--- config.mk ---
export PLATFORM = sky130hd
export DESIGN_NAME = modbus_rtu_master_engine
export DESIGN_NICKNAME = d
export VERILOG_FILES = /design/src/hw/rtl/mrm_pkg.sv /design/src/hw/rtl/mrm_ram.sv /design/src/hw/rtl/mrm_engine.sv /design/src/hw/rtl/modbus_rtu_master_engine.sv
export VERILOG_INCLUDE_DIRS = /design/src /design/src/hw/rtl
export SDC_FILE = /design/constraint.sdc
export NUM_CORES = 2
export LEC_CHECK = 0
export BUFFER_PORTS_ARGS = -buffer_cell sky130_fd_sc_hd__buf_2
export CAP_MARGIN = 15
export CORE_MARGIN = 4
export CORE_UTILIZATION = 45
export CTS_CLUSTER_SIZE = 25
export DETAILED_ROUTE_END_ITERATION = 6
export MAX_ROUTING_LAYER = met4
export PLACE_DENSITY = 0.56
export SETUP_SLACK_MARGIN = 0.02
export SYNTH_ARGS = -nofsm -noshare
export SYNTH_HDL_FRONTEND = slang
export SYNTH_SLANG_ARGS = --single-unit
--- constraint.sdc ---
create_clock -name i_clk -period 10.3 [get_ports i_clk]
set_input_delay 1.03 -clock i_clk [delete_from_list [all_inputs] [get_ports i_clk]]
set_output_delay 1.03 -clock i_clk [all_outputs]
set_load 0.01 [all_outputs]
--- src/hw/rtl/modbus_rtu_master_engine_macros.svh ---
// Assertion helpers for the Modbus RTU master engine
`ifndef MODBUS_RTU_MASTER_ENGINE_MACROS_SVH
`define MODBUS_RTU_MASTER_ENGINE_MACROS_SVH

// Same-cycle implication, checked out of reset
`define MRM_ASSERT_NOW(lbl, clk, rstn, ante, cons, msg) \
    lbl: assert property (@(posedge clk) disable iff (!rstn) (ante) |-> (cons)) else $error(msg);

// Next-cycle implication, checked out of reset
`define MRM_ASSERT_NXT(lbl, clk, rstn, ante, cons, msg) \
    lbl: assert property (@(posedge clk) disable iff (!rstn) (ante) |=> (cons)) else $error(msg);

`endif

--- src/hw/rtl/mrm_pkg.sv ---
// ----------------------------------------------------------------------------
// mrm_pkg
// Shared types, codes and helper functions of the Modbus RTU master engine.
// ----------------------------------------------------------------------------
`default_nettype none

package mrm_pkg;

    // Store sizes
    localparam int TX_WORDS   = 64;
    localparam int RESP_WORDS = 64;
    localparam int TX_AW      = $clog2(TX_WORDS);
    localparam int RS_AW      = $clog2(RESP_WORDS);

    // Write quantity and response length limits
    localparam int COIL_BYTES = (2 * TX_WORDS < 246) ? 2 * TX_WORDS : 246;
    localparam int COIL_LIM   = 8 * COIL_BYTES;
    localparam int REG10_LIM  = (TX_WORDS < 123) ? TX_WORDS : 123;
    localparam int REG17_LIM  = (TX_WORDS < 121) ? TX_WORDS : 121;
    localparam int RLEN_MAX   = (RESP_WORDS < 127) ? RESP_WORDS : 127;

    // Request types
    localparam logic [2:0] REQ_LOAD  = 3'd0;
    localparam logic [2:0] REQ_START = 3'd1;
    localparam logic [2:0] REQ_PULL  = 3'd2;
    localparam logic [2:0] REQ_RX    = 3'd3;
    localparam logic [2:0] REQ_TICK  = 3'd4;
    localparam logic [2:0] REQ_READ  = 3'd5;

    // Status codes
    localparam logic [2:0] ST_OK      = 3'd0;
    localparam logic [2:0] ST_EXC     = 3'd1;
    localparam logic [2:0] ST_SLAVE   = 3'd2;
    localparam logic [2:0] ST_FUNC    = 3'd3;
    localparam logic [2:0] ST_TIMEOUT = 3'd4;
    localparam logic [2:0] ST_CRC     = 3'd5;
    localparam logic [2:0] ST_INDEX   = 3'd6;

    // Transaction phases
    localparam logic [2:0] PH_IDLE = 3'd0;
    localparam logic [2:0] PH_TX   = 3'd1;
    localparam logic [2:0] PH_HEAD = 3'd2;
    localparam logic [2:0] PH_EXC  = 3'd3;
    localparam logic [2:0] PH_DATA = 3'd4;
    localparam logic [2:0] PH_CRC  = 3'd5;

    // Function codes
    localparam logic [7:0] FC_RD_COILS = 8'h01;
    localparam logic [7:0] FC_RD_DISC  = 8'h02;
    localparam logic [7:0] FC_RD_HOLD  = 8'h03;
    localparam logic [7:0] FC_RD_INPUT = 8'h04;
    localparam logic [7:0] FC_WR_COIL  = 8'h05;
    localparam logic [7:0] FC_WR_REG   = 8'h06;
    localparam logic [7:0] FC_WR_COILS = 8'h0F;
    localparam logic [7:0] FC_WR_REGS  = 8'h10;
    localparam logic [7:0] FC_MASK_WR  = 8'h16;
    localparam logic [7:0] FC_RW_REGS  = 8'h17;

    typedef struct packed {
        logic [2:0]  req_type;
        logic [7:0]  slave_id;
        logic [7:0]  function_code;
        logic [15:0] read_address;
        logic [15:0] read_quantity;
        logic [15:0] write_address;
        logic [15:0] write_quantity;
        logic [5:0]  word_index;
        logic [15:0] word_value;
        logic [7:0]  rx_byte;
    } t_mrm_req;

    typedef struct packed {
        logic        tx_valid;
        logic [7:0]  tx_byte;
        logic        tx_last;
        logic        done_res;
        logic [2:0]  status;
        logic [7:0]  exception_code;
        logic [15:0] resp_word;
        logic [6:0]  resp_count;
    } t_mrm_res;

    // One byte of CRC-16, reflected polynomial 0xA001
    function automatic logic [15:0] crc_step(input logic [15:0] c, input logic [7:0] b);
        logic [15:0] x;
        x = c ^ {8'h00, b};
        for (int k = 0; k < 8; k++) begin
            x = x[0] ? ((x >> 1) ^ 16'hA001) : (x >> 1);
        end
        return x;
    endfunction

    function automatic logic is_read(input logic [7:0] fc);
        return (fc == FC_RD_COILS) || (fc == FC_RD_DISC) || (fc == FC_RD_HOLD) ||
               (fc == FC_RD_INPUT) || (fc == FC_RW_REGS);
    endfunction

    function automatic logic is_supported(input logic [7:0] fc);
        return (fc >= FC_RD_COILS && fc <= FC_WR_REG) || (fc == FC_WR_COILS) ||
               (fc == FC_WR_REGS) || (fc == FC_MASK_WR) || (fc == FC_RW_REGS);
    endfunction

    // Bytes before the data field of a request frame
    function automatic logic [7:0] head_len(input logic [7:0] fc);
        logic [7:0] n;
        case (fc)
            FC_WR_COILS, FC_WR_REGS: n = 8'd7;
            FC_MASK_WR:              n = 8'd8;
            FC_RW_REGS:              n = 8'd11;
            default:                 n = 8'd6;
        endcase
        return n;
    endfunction

endpackage

`default_nettype wire

--- src/hw/rtl/mrm_ram.sv ---
// ----------------------------------------------------------------------------
// mrm_ram
// Simple dual-port RAM, one write and one registered read port.
// ----------------------------------------------------------------------------
`default_nettype none

module mrm_ram #(
    parameter int DEPTH = 64,
    parameter int WIDTH = 16,
    localparam int AW   = $clog2(DEPTH)
) (
    input  wire logic             i_clk,
    input  wire logic             i_we,
    input  wire logic [AW-1:0]    i_waddr,
    input  wire logic [WIDTH-1:0] i_wdata,
    input  wire logic             i_re,
    input  wire logic [AW-1:0]    i_raddr,
    output logic      [WIDTH-1:0] o_rdata
);

    logic [WIDTH-1:0] r_mem [DEPTH];

    // Write port
    always_ff @(posedge i_clk) begin
        if (i_we) begin
            r_mem[i_waddr] <= i_wdata;
        end
    end

    // Registered read port
    always_ff @(posedge i_clk) begin
        if (i_re) begin
            o_rdata <= r_mem[i_raddr];
        end
    end

endmodule

`default_nettype wire

--- src/hw/rtl/mrm_engine.sv ---
// ----------------------------------------------------------------------------
// mrm_engine
// Request pipeline and transaction sequencer: issues store reads on accept,
// executes one request per cycle unless stalled and registers each result.
// ----------------------------------------------------------------------------
`default_nettype none

`include "modbus_rtu_master_engine_macros.svh"

module mrm_engine (
    input  wire logic                       i_clk,
    input  wire logic                       i_rst_n,
    input  wire logic                       i_valid,
    output logic                            o_stall,
    input  wire mrm_pkg::t_mrm_req          i_req,
    output logic                            o_valid,
    input  wire logic                       i_stall,
    output mrm_pkg::t_mrm_res               o_res,
    input  wire logic                       i_cfg_we,
    input  wire logic [15:0]                i_cfg_data,
    output logic                            o_tx_we,
    output logic [mrm_pkg::TX_AW-1:0]       o_tx_waddr,
    output logic [15:0]                     o_tx_wdata,
    output logic                            o_tx_re,
    output logic [mrm_pkg::TX_AW-1:0]       o_tx_raddr,
    input  wire logic [15:0]                i_tx_rdata,
    output logic                            o_rs_we,
    output logic [mrm_pkg::RS_AW:0]         o_rs_waddr,
    output logic [15:0]                     o_rs_wdata,
    output logic                            o_rs_re,
    output logic [mrm_pkg::RS_AW:0]         o_rs_raddr,
    input  wire logic [15:0]                i_rs_rdata
);

    // Pipeline registers
    logic                       r_s1_vld;
    mrm_pkg::t_mrm_req          r_s1;
    logic                       r_out_vld;
    mrm_pkg::t_mrm_res          r_out;

    // Transaction state
    logic [2:0]                 r_phase, n_phase;
    logic [7:0]                 r_pos, n_pos;
    logic [15:0]                r_crc, n_crc;
    logic [7:0]                 r_left, n_left;
    logic [15:0]                r_elapsed, n_elapsed;
    logic [15:0]                r_raddr, n_raddr;
    logic [15:0]                r_rqty, n_rqty;
    logic [15:0]                r_waddr, n_waddr;
    logic [15:0]                r_wqty, n_wqty;
    logic [7:0]                 r_slave, n_slave;
    logic [7:0]                 r_fc, n_fc;
    logic [7:0]                 r_pend, n_pend;
    logic [6:0]                 r_rlen, n_rlen;
    logic [15:0]                r_tmo;
    logic [mrm_pkg::RESP_WORDS-1:0] r_sel, n_sel;
    logic [mrm_pkg::RESP_WORDS-1:0] r_rvld, n_rvld;

    logic                       w_adv;
    logic                       w_acc;
    logic                       w_exec;
    mrm_pkg::t_mrm_res          w_res;

    // Frame assembly
    logic [7:0]                 w_hdr [16];
    logic [7:0]                 w_hl;
    logic [7:0]                 w_dl;
    logic [8:0]                 w_body;
    logic [7:0]                 w_doff;
    logic                       w_dhi;
    logic [7:0]                 w_txb;
    logic [7:0]                 w_rxb;
    logic [15:0]                w_crc_rx;

    // Start and commit helpers
    logic [15:0]                w_wq_sat;
    logic                       w_commit;
    logic [8:0]                 w_cnt;
    logic [8:0]                 w_cnt_sat;
    logic [7:0]                 w_wi;
    logic [15:0]                w_elap_inc;

    // Read address helpers
    logic [7:0]                 w_idx;
    logic [7:0]                 w_nhl;
    logic [7:0]                 w_ndoff;

    // Handshake: the pipeline moves whenever the output register is free
    assign w_adv   = !(r_out_vld && i_stall);
    assign o_stall = r_s1_vld && !w_adv;
    assign w_acc   = i_valid && !o_stall;
    assign w_exec  = w_adv && r_s1_vld;
    assign o_valid = r_out_vld;
    assign o_res   = r_out;

    // Build the header bytes of the current request
    always_comb begin
        w_hl = mrm_pkg::head_len(r_fc);
        case (r_fc)
            mrm_pkg::FC_WR_COILS: w_dl = 8'((17'(r_wqty) + 17'd7) >> 3);
            mrm_pkg::FC_WR_REGS,
            mrm_pkg::FC_RW_REGS:  w_dl = {r_wqty[6:0], 1'b0};
            default:              w_dl = 8'd0;
        endcase
        w_body = 9'(w_hl) + 9'(w_dl);
        for (int k = 0; k < 16; k++) begin
            w_hdr[k] = 8'h00;
        end
        w_hdr[0] = r_slave;
        w_hdr[1] = r_fc;
        case (r_fc)
            mrm_pkg::FC_RD_COILS, mrm_pkg::FC_RD_DISC,
            mrm_pkg::FC_RD_HOLD, mrm_pkg::FC_RD_INPUT: begin
                w_hdr[2] = r_raddr[15:8];
                w_hdr[3] = r_raddr[7:0];
                w_hdr[4] = r_rqty[15:8];
                w_hdr[5] = r_rqty[7:0];
            end
            mrm_pkg::FC_WR_COIL: begin
                w_hdr[2] = r_waddr[15:8];
                w_hdr[3] = r_waddr[7:0];
                w_hdr[4] = r_wqty[15:8];
                w_hdr[5] = r_wqty[7:0];
            end
            mrm_pkg::FC_WR_REG: begin
                w_hdr[2] = r_waddr[15:8];
                w_hdr[3] = r_waddr[7:0];
                w_hdr[4] = i_tx_rdata[15:8];
                w_hdr[5] = i_tx_rdata[7:0];
            end
            mrm_pkg::FC_WR_COILS, mrm_pkg::FC_WR_REGS: begin
                w_hdr[2] = r_waddr[15:8];
                w_hdr[3] = r_waddr[7:0];
                w_hdr[4] = r_wqty[15:8];
                w_hdr[5] = r_wqty[7:0];
                w_hdr[6] = w_dl;
            end
            mrm_pkg::FC_MASK_WR: begin
                w_hdr[2] = r_waddr[15:8];
                w_hdr[3] = r_waddr[7:0];
                w_hdr[4] = i_tx_rdata[15:8];
                w_hdr[5] = i_tx_rdata[7:0];
                w_hdr[6] = i_tx_rdata[15:8];
                w_hdr[7] = i_tx_rdata[7:0];
            end
            mrm_pkg::FC_RW_REGS: begin
                w_hdr[2]  = r_raddr[15:8];
                w_hdr[3]  = r_raddr[7:0];
                w_hdr[4]  = r_rqty[15:8];
                w_hdr[5]  = r_rqty[7:0];
                w_hdr[6]  = r_waddr[15:8];
                w_hdr[7]  = r_waddr[7:0];
                w_hdr[8]  = r_wqty[15:8];
                w_hdr[9]  = r_wqty[7:0];
                w_hdr[10] = w_dl;
            end
            default: begin
                w_hdr[2] = 8'h00;
            end
        endcase
        // Pick the byte at the current frame position
        w_doff = r_pos - w_hl;
        w_dhi  = (r_fc == mrm_pkg::FC_WR_COILS) ? w_doff[0] : !w_doff[0];
        if (r_pos < w_hl) begin
            w_txb = w_hdr[r_pos[3:0]];
        end else if (9'(r_pos) < w_body) begin
            w_txb = w_dhi ? i_tx_rdata[15:8] : i_tx_rdata[7:0];
        end else if (9'(r_pos) == w_body) begin
            w_txb = r_crc[7:0];
        end else begin
            w_txb = r_crc[15:8];
        end
    end

    // Saturate the write quantity of a start
    always_comb begin
        w_wq_sat = r_s1.write_quantity;
        case (r_s1.function_code)
            mrm_pkg::FC_WR_COILS: begin
                if (w_wq_sat > 16'(mrm_pkg::COIL_LIM)) w_wq_sat = 16'(mrm_pkg::COIL_LIM);
            end
            mrm_pkg::FC_WR_REGS: begin
                if (w_wq_sat > 16'(mrm_pkg::REG10_LIM)) w_wq_sat = 16'(mrm_pkg::REG10_LIM);
            end
            mrm_pkg::FC_RW_REGS: begin
                if (w_wq_sat > 16'(mrm_pkg::REG17_LIM)) w_wq_sat = 16'(mrm_pkg::REG17_LIM);
            end
            default: begin
                w_wq_sat = r_s1.write_quantity;
            end
        endcase
    end

    // Execute the request held in the first stage
    always_comb begin
        n_phase   = r_phase;
        n_pos     = r_pos;
        n_crc     = r_crc;
        n_left    = r_left;
        n_elapsed = r_elapsed;
        n_raddr   = r_raddr;
        n_rqty    = r_rqty;
        n_waddr   = r_waddr;
        n_wqty    = r_wqty;
        n_slave   = r_slave;
        n_fc      = r_fc;
        n_pend    = r_pend;
        n_rlen    = r_rlen;
        w_res     = '0;
        w_commit  = 1'b0;
        o_rs_we   = 1'b0;
        o_rs_wdata = 16'h0000;
        w_rxb     = r_s1.rx_byte;
        w_crc_rx  = mrm_pkg::crc_step(r_crc, w_rxb);
        w_wi      = r_pos >> 1;
        o_rs_waddr = {!r_sel[w_wi[mrm_pkg::RS_AW-1:0]], w_wi[mrm_pkg::RS_AW-1:0]};
        w_idx     = 8'(r_s1.word_index);
        w_elap_inc = (r_elapsed != 16'hFFFF) ? r_elapsed + 16'd1 : r_elapsed;
        if (w_exec) begin
            case (r_s1.req_type)
                mrm_pkg::REQ_LOAD: begin
                    if (w_idx >= 8'(mrm_pkg::TX_WORDS)) w_res.status = mrm_pkg::ST_INDEX;
                end
                mrm_pkg::REQ_START: begin
                    if (r_phase == mrm_pkg::PH_IDLE) begin
                        if (!mrm_pkg::is_supported(r_s1.function_code)) begin
                            w_res.done_res = 1'b1;
                            w_res.status   = mrm_pkg::ST_FUNC;
                            n_pos  = 8'd0;
                            n_left = 8'd0;
                        end else begin
                            n_slave   = r_s1.slave_id;
                            n_fc      = r_s1.function_code;
                            n_raddr   = r_s1.read_address;
                            n_rqty    = r_s1.read_quantity;
                            n_waddr   = r_s1.write_address;
                            n_wqty    = w_wq_sat;
                            n_phase   = mrm_pkg::PH_TX;
                            n_pos     = 8'd0;
                            n_crc     = 16'hFFFF;
                            n_elapsed = 16'd0;
                        end
                    end
                end
                mrm_pkg::REQ_PULL: begin
                    if (r_phase == mrm_pkg::PH_TX) begin
                        w_res.tx_valid = 1'b1;
                        w_res.tx_byte  = w_txb;
                        if (9'(r_pos) < w_body) n_crc = mrm_pkg::crc_step(r_crc, w_txb);
                        if (9'(r_pos) > w_body) begin
                            w_res.tx_last = 1'b1;
                            n_phase   = mrm_pkg::PH_HEAD;
                            n_pos     = 8'd0;
                            n_crc     = 16'hFFFF;
                            n_elapsed = 16'd0;
                        end else begin
                            n_pos = r_pos + 8'd1;
                        end
                    end
                end
                mrm_pkg::REQ_RX: begin
                    if (r_phase >= mrm_pkg::PH_HEAD) begin
                        n_crc = w_crc_rx;
                        case (r_phase)
                            mrm_pkg::PH_HEAD: begin
                                if (r_pos == 8'd0) begin
                                    if (w_rxb != r_slave) begin
                                        w_res.done_res = 1'b1;
                                        w_res.status   = mrm_pkg::ST_SLAVE;
                                        n_phase = mrm_pkg::PH_IDLE;
                                        n_pos   = 8'd0;
                                        n_left  = 8'd0;
                                    end else begin
                                        n_pos = 8'd1;
                                    end
                                end else if (r_pos == 8'd1) begin
                                    if ({1'b0, w_rxb[6:0]} != r_fc) begin
                                        w_res.done_res = 1'b1;
                                        w_res.status   = mrm_pkg::ST_FUNC;
                                        n_phase = mrm_pkg::PH_IDLE;
                                        n_pos   = 8'd0;
                                        n_left  = 8'd0;
                                    end else if (w_rxb[7]) begin
                                        n_phase = mrm_pkg::PH_EXC;
                                    end else begin
                                        n_pos = 8'd2;
                                    end
                                end else begin
                                    n_pos = 8'd0;
                                    if (mrm_pkg::is_read(r_fc)) begin
                                        if (w_rxb == 8'd0) begin
                                            n_phase = mrm_pkg::PH_CRC;
                                            n_left  = 8'd2;
                                        end else begin
                                            n_phase = mrm_pkg::PH_DATA;
                                            n_left  = w_rxb;
                                        end
                                    end else begin
                                        // first echo byte is already in
                                        n_phase = mrm_pkg::PH_DATA;
                                        n_left  = (r_fc == mrm_pkg::FC_MASK_WR) ? 8'd5 : 8'd3;
                                    end
                                end
                            end
                            mrm_pkg::PH_EXC: begin
                                w_res.done_res       = 1'b1;
                                w_res.status         = mrm_pkg::ST_EXC;
                                w_res.exception_code = w_rxb;
                                n_phase = mrm_pkg::PH_IDLE;
                                n_pos   = 8'd0;
                                n_left  = 8'd0;
                            end
                            mrm_pkg::PH_DATA: begin
                                // unpack read data into the staging bank
                                if (mrm_pkg::is_read(r_fc) &&
                                    w_wi < 8'(mrm_pkg::RESP_WORDS)) begin
                                    if (r_fc == mrm_pkg::FC_RD_COILS ||
                                        r_fc == mrm_pkg::FC_RD_DISC) begin
                                        o_rs_we = 1'b1;
                                        if (r_pos[0]) begin
                                            o_rs_wdata = {w_rxb, r_pend};
                                        end else begin
                                            o_rs_wdata = {8'h00, w_rxb};
                                            n_pend     = w_rxb;
                                        end
                                    end else begin
                                        if (r_pos[0]) begin
                                            o_rs_we    = 1'b1;
                                            o_rs_wdata = {r_pend, w_rxb};
                                        end else begin
                                            n_pend = w_rxb;
                                        end
                                    end
                                end
                                n_pos  = r_pos + 8'd1;
                                n_left = r_left - 8'd1;
                                if (r_left == 8'd1) begin
                                    n_phase = mrm_pkg::PH_CRC;
                                    n_left  = 8'd2;
                                end
                            end
                            default: begin
                                n_left = r_left - 8'd1;
                                if (r_left == 8'd1) begin
                                    w_res.done_res = 1'b1;
                                    n_phase = mrm_pkg::PH_IDLE;
                                    n_pos   = 8'd0;
                                    n_left  = 8'd0;
                                    if (w_crc_rx == 16'h0000) begin
                                        w_res.status = mrm_pkg::ST_OK;
                                        w_commit     = mrm_pkg::is_read(r_fc);
                                    end else begin
                                        w_res.status = mrm_pkg::ST_CRC;
                                    end
                                end
                            end
                        endcase
                    end
                end
                mrm_pkg::REQ_TICK: begin
                    if (r_phase >= mrm_pkg::PH_HEAD) begin
                        n_elapsed = w_elap_inc;
                        if (w_elap_inc > r_tmo) begin
                            w_res.done_res = 1'b1;
                            w_res.status   = mrm_pkg::ST_TIMEOUT;
                            n_phase = mrm_pkg::PH_IDLE;
                            n_pos   = 8'd0;
                            n_left  = 8'd0;
                        end
                    end
                end
                mrm_pkg::REQ_READ: begin
                    if (w_idx < 8'(mrm_pkg::RESP_WORDS)) begin
                        w_res.resp_word = r_rvld[w_idx[mrm_pkg::RS_AW-1:0]] ?
                                          i_rs_rdata : 16'h0000;
                    end else begin
                        w_res.status = mrm_pkg::ST_INDEX;
                    end
                end
                default: begin
                    w_res = '0;
                end
            endcase
        end
        // Commit count of a good read reply
        if (r_fc == mrm_pkg::FC_RD_COILS || r_fc == mrm_pkg::FC_RD_DISC) begin
            w_cnt = (9'(r_pos) + 9'd1) >> 1;
        end else begin
            w_cnt = 9'(r_pos) >> 1;
        end
        w_cnt_sat = (w_cnt > 9'(mrm_pkg::RLEN_MAX)) ? 9'(mrm_pkg::RLEN_MAX) : w_cnt;
        if (w_commit) n_rlen = w_cnt_sat[6:0];
        w_res.resp_count = n_rlen;
    end

    // Flip committed words over to the freshly staged bank
    always_comb begin
        for (int i = 0; i < mrm_pkg::RESP_WORDS; i++) begin
            n_sel[i]  = r_sel[i] ^ (w_commit && (9'(i) < w_cnt));
            n_rvld[i] = r_rvld[i] | (w_commit && (9'(i) < w_cnt));
        end
    end

    // Issue store accesses for the request being accepted
    always_comb begin
        o_tx_we    = w_acc && (i_req.req_type == mrm_pkg::REQ_LOAD) &&
                     (8'(i_req.word_index) < 8'(mrm_pkg::TX_WORDS));
        o_tx_waddr = mrm_pkg::TX_AW'(i_req.word_index);
        o_tx_wdata = i_req.word_value;
        o_tx_re    = w_acc;
        w_nhl      = mrm_pkg::head_len(n_fc);
        w_ndoff    = n_pos - w_nhl;
        case (n_fc)
            mrm_pkg::FC_WR_REG:  o_tx_raddr = '0;
            mrm_pkg::FC_MASK_WR: o_tx_raddr = mrm_pkg::TX_AW'(n_pos >= 8'd6);
            default:             o_tx_raddr = w_ndoff[mrm_pkg::TX_AW:1];
        endcase
        o_rs_re    = w_acc;
        o_rs_raddr = {n_sel[mrm_pkg::RS_AW'(i_req.word_index)],
                      mrm_pkg::RS_AW'(i_req.word_index)};
    end

    // Advance the pipeline
    always_ff @(posedge i_clk) begin
        if (!i_rst_n) begin
            r_s1_vld  <= 1'b0;
            r_out_vld <= 1'b0;
        end else begin
            if (w_adv) begin
                r_s1_vld  <= w_acc;
                r_out_vld <= r_s1_vld;
            end else if (w_acc) begin
                r_s1_vld <= 1'b1;
            end
        end
    end

    // Hold payload of both stages
    always_ff @(posedge i_clk) begin
        if (w_acc) r_s1 <= i_req;
        if (w_adv) r_out <= w_res;
    end

    // Update transaction state
    always_ff @(posedge i_clk) begin
        if (!i_rst_n) begin
            r_phase   <= mrm_pkg::PH_IDLE;
            r_pos     <= 8'd0;
            r_crc     <= 16'hFFFF;
            r_left    <= 8'd0;
            r_elapsed <= 16'd0;
            r_raddr   <= 16'd0;
            r_rqty    <= 16'd0;
            r_waddr   <= 16'd0;
            r_wqty    <= 16'd0;
            r_slave   <= 8'd0;
            r_fc      <= 8'd0;
            r_pend    <= 8'd0;
            r_rlen    <= 7'd0;
            r_tmo     <= 16'd2000;
            r_sel     <= '0;
            r_rvld    <= '0;
        end else begin
            r_phase   <= n_phase;
            r_pos     <= n_pos;
            r_crc     <= n_crc;
            r_left    <= n_left;
            r_elapsed <= n_elapsed;
            r_raddr   <= n_raddr;
            r_rqty    <= n_rqty;
            r_waddr   <= n_waddr;
            r_wqty    <= n_wqty;
            r_slave   <= n_slave;
            r_fc      <= n_fc;
            r_pend    <= n_pend;
            r_rlen    <= n_rlen;
            r_sel     <= n_sel;
            r_rvld    <= n_rvld;
            if (i_cfg_we) r_tmo <= i_cfg_data;
        end
    end

    // Checks
    `MRM_ASSERT_NOW(a_stall_needs_item, i_clk, i_rst_n, o_stall, r_s1_vld, "stall with empty stage")
    `MRM_ASSERT_NXT(a_done_goes_idle, i_clk, i_rst_n, w_exec && w_res.done_res, r_phase == mrm_pkg::PH_IDLE, "done without idle")
    `MRM_ASSERT_NOW(a_idle_clean, i_clk, i_rst_n, r_phase == mrm_pkg::PH_IDLE, r_pos == 8'd0 && r_left == 8'd0, "idle with stale counters")
    `MRM_ASSERT_NOW(a_last_is_tx, i_clk, i_rst_n, o_valid && o_res.tx_last, o_res.tx_valid && !o_res.done_res, "last byte flag on a non-byte result")

endmodule

`default_nettype wire

--- src/hw/rtl/modbus_rtu_master_engine.sv ---
// ----------------------------------------------------------------------------
// modbus_rtu_master_engine
// Modbus RTU master: frame builder, reply checker and response store.
// ----------------------------------------------------------------------------
// Usage:
//   Requests enter on i_valid / o_stall with payload i_req; each gives exactly
//   one result on o_valid / i_stall with payload o_res. Software loads write
//   words, starts a transaction, pulls request frame bytes for the UART, feeds
//   reply bytes and millisecond ticks, then reads response words.
//   A request passes the first stage, then the output register; one request
//   is accepted every cycle while o_stall is low. Both stores are read once
//   on accept, before the state update. The user must write the timeout
//   register via i_cfg_we / i_cfg_data only while idle; the block does not enforce this.
//   Reset (i_rst_n low, synchronous) clears the pipeline, returns to idle,
//   restores a 2000 ms timeout and clears the response store through its
//   per-word valid bits, so no clearing pass is needed.
//   When the receiver stalls, the result is held in the output register, one
//   more request may be taken into the first stage, then o_stall rises.
// ----------------------------------------------------------------------------
`default_nettype none

module modbus_rtu_master_engine (
    input  wire logic              i_clk,
    input  wire logic              i_rst_n,
    input  wire logic              i_valid,
    output logic                   o_stall,
    input  wire mrm_pkg::t_mrm_req i_req,
    output logic                   o_valid,
    input  wire logic              i_stall,
    output mrm_pkg::t_mrm_res      o_res,
    input  wire logic              i_cfg_we,
    input  wire logic [15:0]       i_cfg_data
);

    logic                        w_tx_we;
    logic [mrm_pkg::TX_AW-1:0]   w_tx_waddr;
    logic [15:0]                 w_tx_wdata;
    logic                        w_tx_re;
    logic [mrm_pkg::TX_AW-1:0]   w_tx_raddr;
    logic [15:0]                 w_tx_rdata;
    logic                        w_rs_we;
    logic [mrm_pkg::RS_AW:0]     w_rs_waddr;
    logic [15:0]                 w_rs_wdata;
    logic                        w_rs_re;
    logic [mrm_pkg::RS_AW:0]     w_rs_raddr;
    logic [15:0]                 w_rs_rdata;

    // Transmit word store
    mrm_ram #(
        .DEPTH (mrm_pkg::TX_WORDS),
        .WIDTH (16)
    ) u_tx_ram (
        .i_clk   (i_clk),
        .i_we    (w_tx_we),
        .i_waddr (w_tx_waddr),
        .i_wdata (w_tx_wdata),
        .i_re    (w_tx_re),
        .i_raddr (w_tx_raddr),
        .o_rdata (w_tx_rdata)
    );

    // Response store, committed and staging banks
    mrm_ram #(
        .DEPTH (2 * mrm_pkg::RESP_WORDS),
        .WIDTH (16)
    ) u_rs_ram (
        .i_clk   (i_clk),
        .i_we    (w_rs_we),
        .i_waddr (w_rs_waddr),
        .i_wdata (w_rs_wdata),
        .i_re    (w_rs_re),
        .i_raddr (w_rs_raddr),
        .o_rdata (w_rs_rdata)
    );

    // Sequencer
    mrm_engine u_engine (
        .i_clk      (i_clk),
        .i_rst_n    (i_rst_n),
        .i_valid    (i_valid),
        .o_stall    (o_stall),
        .i_req      (i_req),
        .o_valid    (o_valid),
        .i_stall    (i_stall),
        .o_res      (o_res),
        .i_cfg_we   (i_cfg_we),
        .i_cfg_data (i_cfg_data),
        .o_tx_we    (w_tx_we),
        .o_tx_waddr (w_tx_waddr),
        .o_tx_wdata (w_tx_wdata),
        .o_tx_re    (w_tx_re),
        .o_tx_raddr (w_tx_raddr),
        .i_tx_rdata (w_tx_rdata),
        .o_rs_we    (w_rs_we),
        .o_rs_waddr (w_rs_waddr),
        .o_rs_wdata (w_rs_wdata),
        .o_rs_re    (w_rs_re),
        .o_rs_raddr (w_rs_raddr),
        .i_rs_rdata (w_rs_rdata)
    );

endmodule

`default_nettype wire
[After elaboration in Yosys (flattened, before gate mapping)]
Memory sizes are Yosys's and may differ from the RTL's. A register that Yosys moved wholly into a read port is not among the register bits.
Index checks and enable logic that the tools add are counted.
Cells by class
  $lt $le $gt $ge: 80
  mux-type cells: 156
  bitwise operators: 148
  eq/ne operators: 49
  reduce and logical (&&, ||, !) cells: 111
  add/subtract/negate cells: 8
Operators with widths (count)
  2-to-1 mux 16 bit: 38
  2-to-1 mux 8 bit: 37
  < comparator 6 x 8 -> 1 bit (first input constant): 32
  < comparator 5 x 8 -> 1 bit (first input constant): 16
  one-hot mux 16 bit (3 select lines): 2
  one-hot mux 8 bit (3 select lines): 4
  equality test 8 x 5 -> 1 bit (second input constant): 9
  one-hot mux 24 bit (3 select lines): 1
  logical AND 1 bit: 71
  < comparator 4 x 8 -> 1 bit (first input constant): 8
  bitwise OR 1 bit: 64
  XOR 1 bit: 64
  2-to-1 mux 3 bit: 16
  NOT 2 -> 3 bit: 16
  one-hot mux 8 bit (2 select lines): 3
  2-to-1 mux 4 bit: 9
  one-hot mux 4 bit (3 select lines): 3
  binary-select mux 8 bit (select 4 bit): 1
  equality test 8 x 3 -> 1 bit (second input constant): 4
  < comparator 3 x 8 -> 1 bit (first input constant): 4
  one-hot mux 16 bit (2 select lines): 1
  one-hot mux 8 bit (4 select lines): 1
  XOR 16 x 8 -> 16 bit: 2
  2-to-1 mux 1 bit: 27
  other kinds (70): 119
Storage, ports and cells
  output and inout bits: 47
  register bits after elaboration: 434
  logic and storage cells: 589
  memories kept: 2
  bits of input ports: 134
  bits in writable memories: 3072
Memories
  u_rs_ram.r_mem: words 128, bits a word 16, rd ports 1, clocked after memory_dff 1, wr ports 1, line mrm_ram.sv:21  | logic [WIDTH-1:0] r_mem [DEPTH];
  u_tx_ram.r_mem: words 64, bits a word 16, rd ports 1, clocked after memory_dff 1, wr ports 1, line mrm_ram.sv:21

[Longest topological paths before layout]
  depth after elaboration: 30
  mapped depth: 34
  mapped depth without buffers: 29

[Modules after synthesis]
Synthesis repeated with hierarchy kept, for this count alone.
Unflattened totals
  cell total of the unflattened synthesis: 7498
  area, all modules: 142268.9 sq um
By module, submodules not included
  mrm_ram at u_rs_ram: area an instance 78684.2 sq um, times used 1, cells each 3085, seq. area each 61979.4 sq um
  mrm_ram at u_tx_ram: area an instance 40138.5 sq um, times used 1, cells each 1820, seq. area each 31230.0 sq um
  mrm_engine: area an instance 23446.2 sq um, times used 1, cells each 2593, seq. area each 10109.7 sq um

[Worst setup path after synthesis]
No wires, ideal clock.
  path type: in2reg
  from: in i_stall
  to: mem u_tx_ram.r_mem[0][0], enable pin
  setup time: 0.389 ns
  stages: 5
  required time: 9.911 ns
  arrival time: 9.006 ns
  slack: 0.905 ns
  buffers on the path: 0
  cell sequence: and3_1 -> nor2b_1 -> nor4b_1 -> nand2_1 -> nor2_1
Between the ends
  word-level cells in the longest chain between the ends: 7
Ends and longest elaborated chain
  start: declaration: line modbus_rtu_master_engine.sv:29  | input wire logic i_stall,
  logical AND 1 bit: line mrm_engine.sv:89  | assign w_adv = !(r_out_vld && i_stall);
  logical AND 1 bit: line mrm_engine.sv:90  | assign o_stall = r_s1_vld && !w_adv;
  logical NOT 1 bit: line mrm_engine.sv:91  | assign w_acc = i_valid && !o_stall;
  logical AND 1 bit: line mrm_engine.sv:91
  via u_engine.o_rs_re: line mrm_engine.sv:30  | output logic o_rs_re,
  logical AND 1 bit: line mrm_engine.sv:406  | o_tx_we = w_acc && (i_req.req_type == mrm_pkg::REQ_LOAD) &&
  2-to-1 mux 1 bit: line mrm_ram.sv:25  | if (i_we) begin
  2-to-1 mux 1 bit (not written as such): line mrm_ram.sv:26  | r_mem[i_waddr] <= i_wdata;
  end: declaration: line mrm_ram.sv:21
The timed path passes the listed nets, and every way through them passes these cells.

[Worst setup path in the final report]
  from: reg u_engine.r_fc[2]
  to: reg u_tx_ram.o_rdata[9], read port of u_tx_ram.r_mem (data pin)
Between the ends
  word-level cells in the longest chain between the ends: 11
  elaborated cells on any way between the ends: 34
  classes of those cells: add/sub: 2; order compare: 2; eq/ne: 10; mux: 17; reduce/logical: 3
Ends and longest elaborated chain
  start: declaration: line mrm_engine.sv:52  | logic [7:0] r_fc, n_fc;
  start signal: assignment: line mrm_engine.sv:474  | r_fc <= n_fc;
  equality test 8 x 5 -> 1 bit or equality test 8 x 4 -> 1 bit (tied branches): line mrm_pkg.sv:106, mrm_engine.sv:99
  OR reduction 2 bit (on tied branches)
  one-hot mux 4 bit (3 select lines) or one-hot mux 8 bit (2 select lines) (tied branches): line mrm_pkg.sv:106, mrm_engine.sv:99
  adder 4 x 8 -> 9 bit: line mrm_engine.sv:105  | w_body = 9'(w_hl) + 9'(w_dl);
  greater-than comparator 8 x 9 -> 1 bit: line mrm_engine.sv:250  | if (9'(r_pos) > w_body) begin
  2-to-1 mux 8 bit: line mrm_engine.sv:250
  2-to-1 mux 8 bit: line mrm_engine.sv:246  | if (r_phase == mrm_pkg::PH_TX) begin
  one-hot mux 8 bit (4 select lines) *: line mrm_engine.sv:220  | case (r_s1.req_type)
  2-to-1 mux 8 bit *: line mrm_engine.sv:219  | if (w_exec) begin
  via u_engine.n_pos[1]: line mrm_engine.sv:43  | logic [7:0] r_pos, n_pos;
  subtractor 7 x 4 -> 7 bit or greater-or-equal comparator 8 x 3 -> 1 bit (tied branches): line mrm_engine.sv:412, mrm_engine.sv:415
  one-hot mux 6 bit (2 select lines) *: line mrm_engine.sv:413  | case (n_fc)
  end: declaration: line mrm_ram.sv:18  | output logic [WIDTH-1:0] o_rdata
The timed path passes the listed nets; every way through them passes the cells marked *.
A chain may end at the register's enable or synchronous reset.

==> flow_summary_export.csv <==
group,metric,value,unit
place,port_buffers,180,
route,ant_nets,0,
place,placed_cell_area,146700,sq um
final_layout,area_growth_syn_to_layout,14.06,%
route,num_vias,89464,
cts,cts_tree,"yes",
logic_synthesis,postSynthCellCount,9640,
pwr,max-vdd-ir-drop,0.1476,mV
logic_synthesis,yosysUniqueCellTypes,113,
logic_synthesis,synth-seq-cells,3538,
sta,fin_skew,0.08869,ns
sta,finalCriticalPeriod,9.590,ns
global_route,grt_pass1_wl,631900,um
route,wirelength,446200,um
global_route,grtUsageTotal,27.95,%
cts,numCtsBuffers,373,
setup_path,cp_data_required_time,10.98,ns
logic_synthesis,async_flop_share,0,%
route,firstDrtPassIters,6,
setup_path,worstReg2RegEnd,"u_tx_ram.o_rdata[9]",
global_route,antenna_found_initial,25,
final_layout,final_nets,10118,
cts,clock_sink_count,3538,
logic_synthesis,avgSynthCellArea,14.47,sq um
worst_hold_path,whs_path_depth,1,
final_layout,fin_area,159100,sq um
setup_path,cp_slowest_stage_delay,0.78,ns
final_layout,nFillCells,25775,
sta,tns,0,ns
setup_path,ff2ff_setup_slack,0.71,ns
sta,fmax,104.3,MHz
setup_path,cp-start-kind,"flip-flop",
logic_synthesis,syn_area,139500,sq um
floorplanning,coreArea,308800,sq um
pwr,p_per_area,189.1,nW/um^2
logic_synthesis,ys_seq_area_share,74.05,%
logic_synthesis,synth_area_leaders,"edfxtp_1, dfxtp_1, a22oi_1",
sta,hold_violations,0,
setup_path,critical-path-top-delay-family,"compound AO/OA/AOI/OAI gates",
place,dp.cells,13678,
floorplanning,design.die.area,319000,sq um
setup_path,r2r_start,"u_engine.r_fc[2]",
cts,cts_max_level,5,
worst_hold_path,holdPathEnd,"u_engine.r_s1[33]",
logic_synthesis,synth.most_common_cell,"edfxtp_1",
setup_path,critPathBufInv,2,
setup_path,crit_top_cell,"a21oi_1",
route,drc,0,
setup_path,critPathMaxFanout,49,
global_route,overflow,0,
floorplanning,start_util,45.17,%
sta,worst_pin_slew,1.215,ns
cts,cts.clk_slew.worst_paths,0.07,ns
final_layout,post-route-util,51.52,%
floorplanning,num_rows,204,
cts,ctsLongestPathBuffers,4,
global_route,grt_pass1_vias,85013,
floorplanning,die_h,564.8,um
logic_synthesis,yosysTopAreaCellShare,69.86,%
place,dp_hpwl,263800,um
worst_hold_path,min_from,"i_req[33]",
global_route,grt_max_degree,123,
setup_path,critical_path_class,"flip-flop to flip-flop",
logic_synthesis,yosys.area.top_type,"edfxtp_1",
setup_path,worstRegToRegCells,30,
route,vias_per_cell,6.217,
sta,setup_viol,0,
status,status,"finished clean",
place,place_congestion,0.9187,
sta,period_share,93.10,%
sta,grt_setup_unrepaired,"false",
cts,insertion_delay,0.97,ns
setup_path,crit_slowest_cell,"a311oi_1",
run,cap_violations,0,
route,first_iter_violations,11727,
sta,holdWs,0.2772,ns
logic_synthesis,synth_warnings,0,
floorplanning,ios,181,
pwr,p_leak,47.29,nW
route,wl_per_cell,31.01,um
cts,cts_hold_buf,0,
setup_path,critPathCaptureType,"flip-flop",
logic_synthesis,synth-edff-count,3246,
logic_synthesis,synth_nets,9818,
logic_synthesis,synth_ff_type,"edfxtp_1",
sta,slew-limit-headroom,18.90,%
setup_path,arrival,10.27,ns
logic_synthesis,yosys-top-cells-count,"edfxtp_1, nand2_1, a22oi_1, nor2_1, nand3_1",
floorplanning,die_w,564.8,um
final_layout,drive_gt1_share,13.21,%
cts,root_buffer,"clkbuf_16",
sta,drv_slew,0,
worst_hold_path,hp-class,"input port to flip-flop",
final_layout,stdcell_count,14391,
sequential cells by signal, summed over array words and instances (netlist names), 45 cells and up:
signal,flops
u_tx_ram.r_mem,1024
u_rs_ram.r_mem,2048
u_engine.o_res,45
u_engine.r_sel,64
u_engine.r_rvld,64
u_engine.r_s1,89
how the worst max path moves through the flow:
stage | start | endpoint | slack, ns | cells after the start
floorplan | i_stall | u_tx_ram.r_mem[0][0] | 0.91 | 5
global placement | u_engine.r_elapsed[3] | u_tx_ram.o_rdata[1] | 0.58 | 29
detailed placement | u_engine.r_elapsed[3] | u_tx_ram.o_rdata[1] | 0.46 | 29
CTS | u_engine.r_elapsed[3] | u_tx_ram.o_rdata[1] | 0.41 | 29
global route | u_engine.r_elapsed[3] | u_tx_ram.o_rdata[7] | 0.22 | 29
finish | u_engine.r_fc[2] | u_tx_ram.o_rdata[9] | 0.71 | 30
placed cells by master (no fill, tap or decap), drive strengths merged, types with 56 or more instances in the layout:
cell type / Yosys / layout
o211ai: 60 / 60
a21oi: 321 / 321
edfxtp: 3246 / 3246
nand2: 1221 / 1221
a31oi: 221 / 221
buf: 181 / 564
a22o: 169 / 169
nand3: 470 / 470
clkinv: 1 / 188
nor2: 608 / 608
nand4: 164 / 164
and2: 104 / 104
inv: 56 / 66
nor3: 63 / 63
a221oi: 235 / 235
xnor2: 107 / 107
dfxtp: 292 / 292
clkbuf: 458 / 443
a22oi: 637 / 637
mux4: 56 / 56
o21ai: 134 / 134
mux2i: 175 / 175
final cells by class:
type	instances	area, sq um	area share (%)
Antenna cell	14	35.03	0.02202
Clock buffer	443	9732	6.116
Clock inverter	249	2554	1.605
Inverter	57	219.0	0.1376
Multi-Input combinational cell	5406	33980	21.35
Sequential cell	3538	103300	64.93
Tap cell	4120	5155	3.239
Timing Repair Buffer	564	4134	2.598
per-layer routing:
metal / track usage [%] / part of all wire (%)
met1: 38.92 / 41
met2: 42.34 / 46
met3: 4.147 / 8.6
met4: 9.489 / 3.9
met5: - / 0
metrics by stage:
| step | power (mW) | setup WS [ns] |
|---|---|---|
| final | 30.09 | 0.7103 |
| after global routing | 30.93 | 0.2226 |
| after CTS | 30.26 | 0.4094 |
| after detailed placement | 16.93 | 0.4614 |
| after global placement | 16.93 | 0.5756 |
| after floorplan | 16.41 | 0.9050 |
power by group:
group	internal, mW	switching [mW]	total, mW	leakage (nW)
Sequential	15.6	0.0392	15.6	27.5
Clock	7.71	5.74	13.4	5.95
Combinational	0.304	0.718	1.02	13.9
Total	23.6	6.50	30.1	47.3
worst reg2reg max path, delay by kind of cell, from the launching register on:
family,cells,cell delay [ns]
compound gates,13,3.85
xor+xnor,1,0.15
fa+ha+maj,3,1.15
buf+inv,2,0.82
flops,1,0.61
simple gates,11,2.77
logic make-up after synthesis:
group	count (synthesis)	synth area share, %
buffers and inverters	696	1.977
adders and majority gates	44	0.4053
muxes	267	2.450
xor gates and xnor gates	164	1.055
and+or+nand+nor	2860	9.253
AOI/OAI and AO/OA	2071	10.81
DFF	3538	74.05
repair_timing:
| action | CTS | global route |
|---|---|---|
| setup endpoints to repair | 0 | 9 |
| setup buffers | 0 | 0 |
| resized for setup | 0 | 2 |
(Power assumes the default switching activity.)
